==> src/hdl/sha1_pkg.sv <==
`timescale 1ns / 1ps
`default_nettype none
// ---------------------------------------------------------------------------
// SHA-1 hasher package
// Shared types and constants for the byte stream hasher.
// ---------------------------------------------------------------------------
package sha1_pkg;

  localparam int unsigned QueueDepth = 2;
  localparam int unsigned QueueAw    = 1;

  localparam logic [31:0] H0 = 32'h67452301;
  localparam logic [31:0] H1 = 32'hEFCDAB89;
  localparam logic [31:0] H2 = 32'h98BADCFE;
  localparam logic [31:0] H3 = 32'h10325476;
  localparam logic [31:0] H4 = 32'hC3D2E1F0;

  localparam logic [31:0] K0 = 32'h5A827999;
  localparam logic [31:0] K1 = 32'h6ED9EBA1;
  localparam logic [31:0] K2 = 32'h8F1BBCDC;
  localparam logic [31:0] K3 = 32'hCA62C1D6;

  localparam logic [7:0] PadByte = 8'h80;

  // Classified command from front to back.
  typedef struct packed {
    logic [7:0] data;
    logic       has_byte;
    logic       finish;
  } cmd_t;

endpackage
`default_nettype wire

==> src/hdl/sha1_front.sv <==
`timescale 1ns / 1ps
`default_nettype none
// ---------------------------------------------------------------------------
// SHA-1 front end
// Accepts input transactions, drops empty ones, and queues commands.
// ---------------------------------------------------------------------------
module sha1_front import sha1_pkg::*; (
  input  wire logic       clk_i,
  input  wire logic       rst_ni,
  input  wire logic       valid_i,
  output logic            ready_o,
  input  wire logic [7:0] data_byte_i,
  input  wire logic       byte_present_i,
  input  wire logic       msg_end_i,
  output logic            cmd_valid_o,
  input  wire logic       cmd_ready_i,
  output cmd_t            cmd_o
);

  cmd_t               mem_q [QueueDepth];
  logic [QueueAw-1:0] wr_q, wr_d, rd_q, rd_d;
  logic [QueueAw:0]   cnt_q, cnt_d;
  logic               push, pop, useful;

  assign ready_o     = (cnt_q != (QueueAw+1)'(QueueDepth));
  assign useful      = byte_present_i | msg_end_i;
  assign push        = valid_i & ready_o & useful;
  assign pop         = cmd_valid_o & cmd_ready_i;
  assign cmd_valid_o = (cnt_q != '0);
  assign cmd_o       = mem_q[rd_q];

  // pointer update
  always_comb begin
    wr_d  = push ? wr_q + 1'b1 : wr_q;
    rd_d  = pop ? rd_q + 1'b1 : rd_q;
    cnt_d = cnt_q + (QueueAw+1)'(push) - (QueueAw+1)'(pop);
  end

  always_ff @(posedge clk_i or negedge rst_ni) begin
    if (!rst_ni) begin
      wr_q  <= '0;
      rd_q  <= '0;
      cnt_q <= '0;
    end else begin
      wr_q  <= wr_d;
      rd_q  <= rd_d;
      cnt_q <= cnt_d;
    end
  end

  // queue storage
  always_ff @(posedge clk_i) begin
    if (push) begin
      mem_q[wr_q] <= '{data: data_byte_i, has_byte: byte_present_i, finish: msg_end_i};
    end
  end

endmodule
`default_nettype wire

==> src/hdl/sha1_back.sv <==
`timescale 1ns / 1ps
`default_nettype none
// ---------------------------------------------------------------------------
// SHA-1 back end
// Collects bytes into a block, runs 80 rounds one per cycle, pads and
// streams the digest.
// ---------------------------------------------------------------------------
module sha1_back import sha1_pkg::*; (
  input  wire logic       clk_i,
  input  wire logic       rst_ni,
  input  wire logic       cmd_valid_i,
  output logic            cmd_ready_o,
  input  wire cmd_t       cmd_i,
  output logic            out_valid_o,
  input  wire logic       out_ready_i,
  output logic [7:0]      digest_byte_o,
  output logic            digest_last_o
);

  typedef enum logic [5:0] {
    StIdle  = 6'b000001,
    StPad   = 6'b000010,
    StRound = 6'b000100,
    StAdd   = 6'b001000,
    StOut   = 6'b010000,
    StFill  = 6'b100000
  } state_e;

  state_e       state_q, state_d;
  logic [31:0]  w_q [16];
  logic [31:0]  h_q [5];
  logic [31:0]  a_q, b_q, c_q, d_q, e_q;
  logic [5:0]   fill_q;
  logic [63:0]  bits_q;
  logic [6:0]   rnd_q;
  logic [4:0]   oidx_q;
  logic         fin_q;   // message finish pending
  logic         pad_q;   // padding byte already placed
  logic         extra_q; // current block is the overflow block before length
  logic [5:0]   pos_q;   // padding write position

  logic [31:0] f, k, t, wnew;
  logic        accept;

  assign cmd_ready_o = (state_q == StIdle);
  assign accept      = cmd_valid_i & cmd_ready_o;

  // round function
  always_comb begin
    if (rnd_q < 7'd20) begin
      f = (b_q & c_q) | (~b_q & d_q);
      k = K0;
    end else if (rnd_q < 7'd40) begin
      f = b_q ^ c_q ^ d_q;
      k = K1;
    end else if (rnd_q < 7'd60) begin
      f = (b_q & c_q) | (b_q & d_q) | (c_q & d_q);
      k = K2;
    end else begin
      f = b_q ^ c_q ^ d_q;
      k = K3;
    end
    t    = {a_q[26:0], a_q[31:27]} + f + e_q + w_q[0] + k;
    wnew = w_q[13] ^ w_q[8] ^ w_q[2] ^ w_q[0];
    wnew = {wnew[30:0], wnew[31]};
  end

  assign out_valid_o   = (state_q == StOut);
  assign digest_last_o = (oidx_q == 5'd19);
  always_comb begin
    logic [31:0] hw;
    hw = h_q[oidx_q[4:2]];
    case (oidx_q[1:0])
      2'd0:    digest_byte_o = hw[31:24];
      2'd1:    digest_byte_o = hw[23:16];
      2'd2:    digest_byte_o = hw[15:8];
      default: digest_byte_o = hw[7:0];
    endcase
  end

  // control
  always_comb begin
    state_d = state_q;
    case (state_q)
      StIdle:  if (accept) begin
        if (cmd_i.has_byte && fill_q == 6'd63) state_d = StRound;
        else if (cmd_i.finish) state_d = StPad;
      end
      StPad:   state_d = (fill_q == 6'd63) ? StRound : StFill;
      StFill:  if (extra_q ? (pos_q == 6'd63) : (pos_q >= 6'd55)) state_d = StRound;
      StRound: if (rnd_q == 7'd79) state_d = StAdd;
      StAdd:   state_d = extra_q ? StFill : (fin_q ? (pad_q ? StOut : StPad) : StIdle);
      StOut:   if (out_ready_i && oidx_q == 5'd19) state_d = StIdle;
      default: state_d = StIdle;
    endcase
  end

  always_ff @(posedge clk_i or negedge rst_ni) begin
    if (!rst_ni) begin
      state_q <= StIdle;
      h_q     <= '{H0, H1, H2, H3, H4};
      fill_q  <= '0;
      bits_q  <= '0;
      rnd_q   <= '0;
      oidx_q  <= '0;
      fin_q   <= 1'b0;
      pad_q   <= 1'b0;
      extra_q <= 1'b0;
      pos_q   <= '0;
    end else begin
      state_q <= state_d;
      case (state_q)
        StIdle: begin
          if (accept) begin
            if (cmd_i.has_byte) begin
              fill_q <= fill_q + 6'd1;
              bits_q <= bits_q + 64'd8;
            end
            fin_q <= cmd_i.finish;
            rnd_q <= '0;
          end
        end
        StPad: begin
          // 0x80 byte placed; zero/length fill starts after it
          pos_q   <= fill_q + 6'd1;
          extra_q <= (fill_q > 6'd55);
          pad_q   <= 1'b1;
          rnd_q   <= '0;
        end
        StFill: begin
          pos_q <= pos_q + 6'd1;
          rnd_q <= '0;
        end
        StRound: begin
          rnd_q <= rnd_q + 7'd1;
        end
        StAdd: begin
          h_q[0]  <= h_q[0] + a_q;
          h_q[1]  <= h_q[1] + b_q;
          h_q[2]  <= h_q[2] + c_q;
          h_q[3]  <= h_q[3] + d_q;
          h_q[4]  <= h_q[4] + e_q;
          fill_q  <= '0;
          pos_q   <= '0;
          oidx_q  <= '0;
          rnd_q   <= '0;
          extra_q <= 1'b0;
        end
        StOut: begin
          if (out_ready_i) begin
            oidx_q <= oidx_q + 5'd1;
            if (oidx_q == 5'd19) begin
              h_q    <= '{H0, H1, H2, H3, H4};
              bits_q <= '0;
              fin_q  <= 1'b0;
              pad_q  <= 1'b0;
            end
          end
        end
        default: ;
      endcase
    end
  end

  // message schedule window and working variables
  always_ff @(posedge clk_i) begin
    logic [7:0] by;
    logic [5:0] p;
    logic       wr;
    wr = 1'b0;
    by = '0;
    p  = '0;
    if (state_q == StIdle && accept && cmd_i.has_byte) begin
      wr = 1'b1; by = cmd_i.data; p = fill_q;
    end else if (state_q == StPad) begin
      wr = 1'b1; by = PadByte; p = fill_q;
    end else if (state_q == StFill && (extra_q || pos_q < 6'd56)) begin
      wr = 1'b1; by = 8'h00; p = pos_q;
    end
    if (wr) begin
      case (p[1:0])
        2'd0:    w_q[p[5:2]][31:24] <= by;
        2'd1:    w_q[p[5:2]][23:16] <= by;
        2'd2:    w_q[p[5:2]][15:8]  <= by;
        default: w_q[p[5:2]][7:0]   <= by;
      endcase
    end
    // last fill of the final block writes the bit length
    if (state_q == StFill && !extra_q && pos_q >= 6'd55) begin
      w_q[14] <= bits_q[63:32];
      w_q[15] <= bits_q[31:0];
    end
    // load working vars when a compression begins
    if (state_d == StRound && state_q != StRound) begin
      a_q <= h_q[0]; b_q <= h_q[1]; c_q <= h_q[2]; d_q <= h_q[3]; e_q <= h_q[4];
    end
    if (state_q == StRound) begin
      a_q <= t; b_q <= a_q; c_q <= {b_q[1:0], b_q[31:2]}; d_q <= c_q; e_q <= d_q;
      for (int i = 0; i < 15; i++) w_q[i] <= w_q[i+1];
      w_q[15] <= wnew;
    end
  end

endmodule
`default_nettype wire

==> src/hdl/sha1_byte_stream_hasher.sv <==
`timescale 1ns / 1ps
`default_nettype none
// ---------------------------------------------------------------------------
// SHA-1 byte stream hasher
// Each byte is taken into the block buffer; a full block then runs the
// rounds and the add. Finish: pad fill, one or two compressions, then 20
// digest bytes, one per cycle while ready_i is high. The back end takes
// no bytes while its single-round compression loop runs. Reset is async,
// active low, and loads the initial hash values with an empty block.
// ---------------------------------------------------------------------------
module sha1_byte_stream_hasher import sha1_pkg::*; (
  input  wire logic       clk_i,
  input  wire logic       rst_ni,
  input  wire logic       valid_i,
  output logic            ready_o,
  input  wire logic [7:0] data_byte_i,
  input  wire logic       byte_present_i,
  input  wire logic       msg_end_i,
  output logic            valid_o,
  input  wire logic       ready_i,
  output logic [7:0]      digest_byte_o,
  output logic            digest_last_o
);

  cmd_t cmd;
  logic cmd_valid, cmd_ready;

  sha1_front u_front (
    .clk_i, .rst_ni, .valid_i, .ready_o, .data_byte_i, .byte_present_i, .msg_end_i,
    .cmd_valid_o(cmd_valid), .cmd_ready_i(cmd_ready), .cmd_o(cmd)
  );

  sha1_back u_back (
    .clk_i, .rst_ni, .cmd_valid_i(cmd_valid), .cmd_ready_o(cmd_ready), .cmd_i(cmd),
    .out_valid_o(valid_o), .out_ready_i(ready_i), .digest_byte_o, .digest_last_o
  );

endmodule
`default_nettype wire

==> config.mk <==
export PLATFORM = sky130hd
export DESIGN_NAME = sha1_byte_stream_hasher
export DESIGN_NICKNAME = d
export VERILOG_FILES = /design/src/hdl/sha1_pkg.sv /design/src/hdl/sha1_front.sv /design/src/hdl/sha1_back.sv /design/src/hdl/sha1_byte_stream_hasher.sv
export SDC_FILE = /design/constraint.sdc
export NUM_CORES = 2
export LEC_CHECK = 0
export BUFFER_PORTS_ARGS = -buffer_cell sky130_fd_sc_hd__buf_4
export CAP_MARGIN = 20
export CELL_PAD_IN_SITES_DETAIL_PLACEMENT = 2
export CELL_PAD_IN_SITES_GLOBAL_PLACEMENT = 2
export CORE_AREA = 2 2 338 340
export DETAILED_ROUTE_END_ITERATION = 12
export DIE_AREA = 0 0 340 342
export PLACE_DENSITY = 0.83
export REMOVE_ABC_BUFFERS = 1
export SETUP_SLACK_MARGIN = 0.15
export SYNTH_ARGS = -nofsm -noshare
export SYNTH_HDL_FRONTEND = slang
export SYNTH_SLANG_ARGS = --single-unit
==> constraint.sdc <==
create_clock -name clk_i -period 15.75 [get_ports clk_i]
set_input_delay 2.3625 -clock clk_i [delete_from_list [all_inputs] [get_ports clk_i]]
set_output_delay 2.3625 -clock clk_i [all_outputs]
set_load 0.02 [all_outputs]
==> metrics.yaml <==
outcome:
  status: "completed"
cells_and_area:
  multi_input_area_mm2: 0.0247
  nets: 5253
  layout_commonest_cell: "edfxtp_1"
  layout-drive-gt1-share: 0.0922
  utilization: 0.525
  final-seq-area_mm2: 0.0273
  nFillCells: 11000
  areaGrowthSynthToFinish_pct: 10.3
  final_cell_mix: "edfxtp_1, nand2_1, a21o_1"
clock_network:
  cts_sinks: 950
  cts_resized: 0
  cts_root_buf: "clkbuf_16"
  clk_latency_ns: 0.76
  postCtsSetupRepairBufs: 0
  cts_tree: "done"
  hold_buffers: 0
  cts_buffers: 108
  htreeDepth: 3
  clockBufferDepth: 3
  clk_transition_reported_paths_ns: 0.07
floorplanning:
  die_x_um: 340
  rows: 124
  die_area_mm2: 0.116
  ios: 25
  start_util: 0.476
  die_h_um: 342
  core_area_mm2: 0.113
critical_path:
  arrival_ns: 8.15
  crit_type: "reg -> reg"
  path_delay_family: "adder cells"
  r2r_slack_ns: 8.05
  r2r-start: "u_back.rnd_q[4]$_DFFE_PN0P_"
  reg2reg_depth: 26
  crit_path_start_kind: "flop"
  cp-startpoint: "u_back.rnd_q[4]$_DFFE_PN0P_"
  end_kind: "flop"
  cp_slowest_cell: "nor2b_1"
  crit_path_max_incr_delay_ns: 0.84
  required_ns: 16.20
  cp_max_fo: 35
  timing.rr.end: "u_back.a_q[31]$_DFFE_PP_"
  cp_num_buf_inv: 5
sta:
  fin_setup_tns_ns: 0
  setup_violations: 0
  slew_headroom: 0.259
  fin_crit_ns: 7.70
  final.period_utilization: 0.489
  finClkSkew_ns: 0.0601
  hold_violations: 0
  rsz0062_at_grt: "false"
  tightest_slew_ns: 1.11
  clock.fmax_mhz: 130
  slew_violations: 0
  worst_slack_ns: 8.05
grt:
  grt_pass1_wl_mm: 314
  grt_pass1_vias: 45700
  grt_usage: 0.364
  antenna_found_initial: 2
  overflow: 0
  grt_max_degree: 218
yosys:
  synth_edf_count: 692
  yosysTopAreaCellShare: 0.386
  synth_cell_types: 85
  ys_seq_elements: 950
  yosysTopAreaCell: "edfxtp_1"
  avgSynthCellArea_um2: 10.9
  ys.flop_type: "edfxtp_1"
  netlist_instances: 4919
  yosys_warnings: 0
  yosys-top-cells-area: "edfxtp_1, dfrtp_1, a21o_1"
  async_reset_ff_frac: 0.272
  synth_seq_area_share: 0.508
  synthesis.area_mm2: 0.0538
min_path:
  min_path_type: "reg -> reg"
  min_to: "u_back.w_q[3][14]$_DFFE_PP_"
  hp-start: "u_back.w_q[4][14]$_DFFE_PP_"
  min_delay_path_depth: 1
route:
  drc: 0
  avgRoutedWirePerCell_um: 32.7
  via_count: 42000
  firstDrtPassIters: 5
  drt_wl_total_mm: 212
  avgViaCountPerCell: 6.47
  ant_nets: 0
  dr.first_iter.drc_count: 3940
power:
  vdd_drop_max_uv: 126
  cellPowerDensity_mw_per_mm2: 122
  leakage_nw: 27.6
placement:
  dp_slack_ns: 8.21
  port_buffers: 24
  gp_congestion: 0.922
  place_hpwl_mm: 139
run:
  cap_viol_max_count: 0
-- cell type report --
type / count / share of cell area
Timing Repair Buffer: 125 / 0.0159
Clock inverter: 49 / 0.00839
Inverter: 242 / 0.0153
Multi-Input combinational cell: 3458 / 0.416
Antenna cell: 2 / 0.0000843
Sequential cell: 950 / 0.461
Tap cell: 1512 / 0.0319
Clock buffer: 153 / 0.0519
-- report_power, final --
group,switching (W),internal (W)
Clock,0.00115,0.00147
Sequential,0.000124,0.00292
Combinational,0.00100,0.000581
-- synth_stat cells (18+ instances only) --
library cell and n:
mux4_2 32, nor2b_1 49, or3_1 28, and2_1 18, buf_1 23, edfxtp_1 692, dfrtp_1 177, fa_1 124
o21a_1 27, a22oi_1 19, inv_1 240, xnor2_1 178, xor2_1 133, ha_1 230, o21bai_1 28, nand2_1 604
nor2_1 263, nand3_1 101, a21oi_1 242, o32ai_1 22, o21ai_0 353, o22ai_1 22, and3_1 27, mux2i_1 20
a221o_1 67, clkbuf_1 242, dfstp_2 81, a211oi_1 21, nand4_1 33, nor3_1 61, nand2b_1 26, a21o_1 516
-- flip-flops by register name, indices dropped and copies added, names as in the netlist, 2 cells and up --
register        count
u_back.a_q         32
u_back.b_q         32
u_back.bits_q      61
u_back.c_q         32
u_back.d_q         32
u_back.e_q         32
u_back.fill_q       6
u_back.h_q        160
u_back.oidx_q       5
u_back.pos_q        6
u_back.rnd_q        7
u_back.state_q      6
u_back.w_q        512
u_front.cnt_q       2
u_front.mem_q      20
-- through the flow --
step,total power [W],cell area (um^2),hold slack [ns],cells
floorplan,0.00403,52800,0.455,4650
global placement,0.00440,55600,0.475,6261
detailed placement,0.00454,55600,0.501,6271
CTS,0.00724,59200,0.521,6473
global route,0.00743,59300,0.529,6489
finish,0.00725,59300,0.516,6491
-- metal layers --
layer,GRT usage,wire length [um]
met1,0.457,84200
met2,0.613,103000
met3,0.0474,12300
met4,0.195,12800
met5,0,0
-- how the worst max path moves through the flow --
stage / endpoint / cells past startpoint
4_1_cts: u_back.a_q[31]$_DFFE_PP_ / 26
3_3_place_gp: u_back.a_q[30]$_DFFE_PP_ / 24
2_1_floorplan: u_back.a_q[0]$_DFFE_PP_ / 7
5_1_grt: u_back.a_q[31]$_DFFE_PP_ / 26
3_5_place_dp: u_back.a_q[24]$_DFFE_PP_ / 24
6_report: u_back.a_q[31]$_DFFE_PP_ / 26
-- logic make-up (layout without fill, tap and decap cells) --
group | after synthesis | after routing | synth area share
compound gates | 1478 | 1478 | 0.185
buf+inv | 511 | 569 | 0.0358
simple gates | 1262 | 1262 | 0.104
mux | 53 | 53 | 0.0173
fa+ha+maj | 354 | 354 | 0.0996
other cells | 0 | 2 | 0
xor+xnor | 311 | 311 | 0.0506
flops | 950 | 950 | 0.508
No activity file was read; power rests on OpenSTA's default activity.
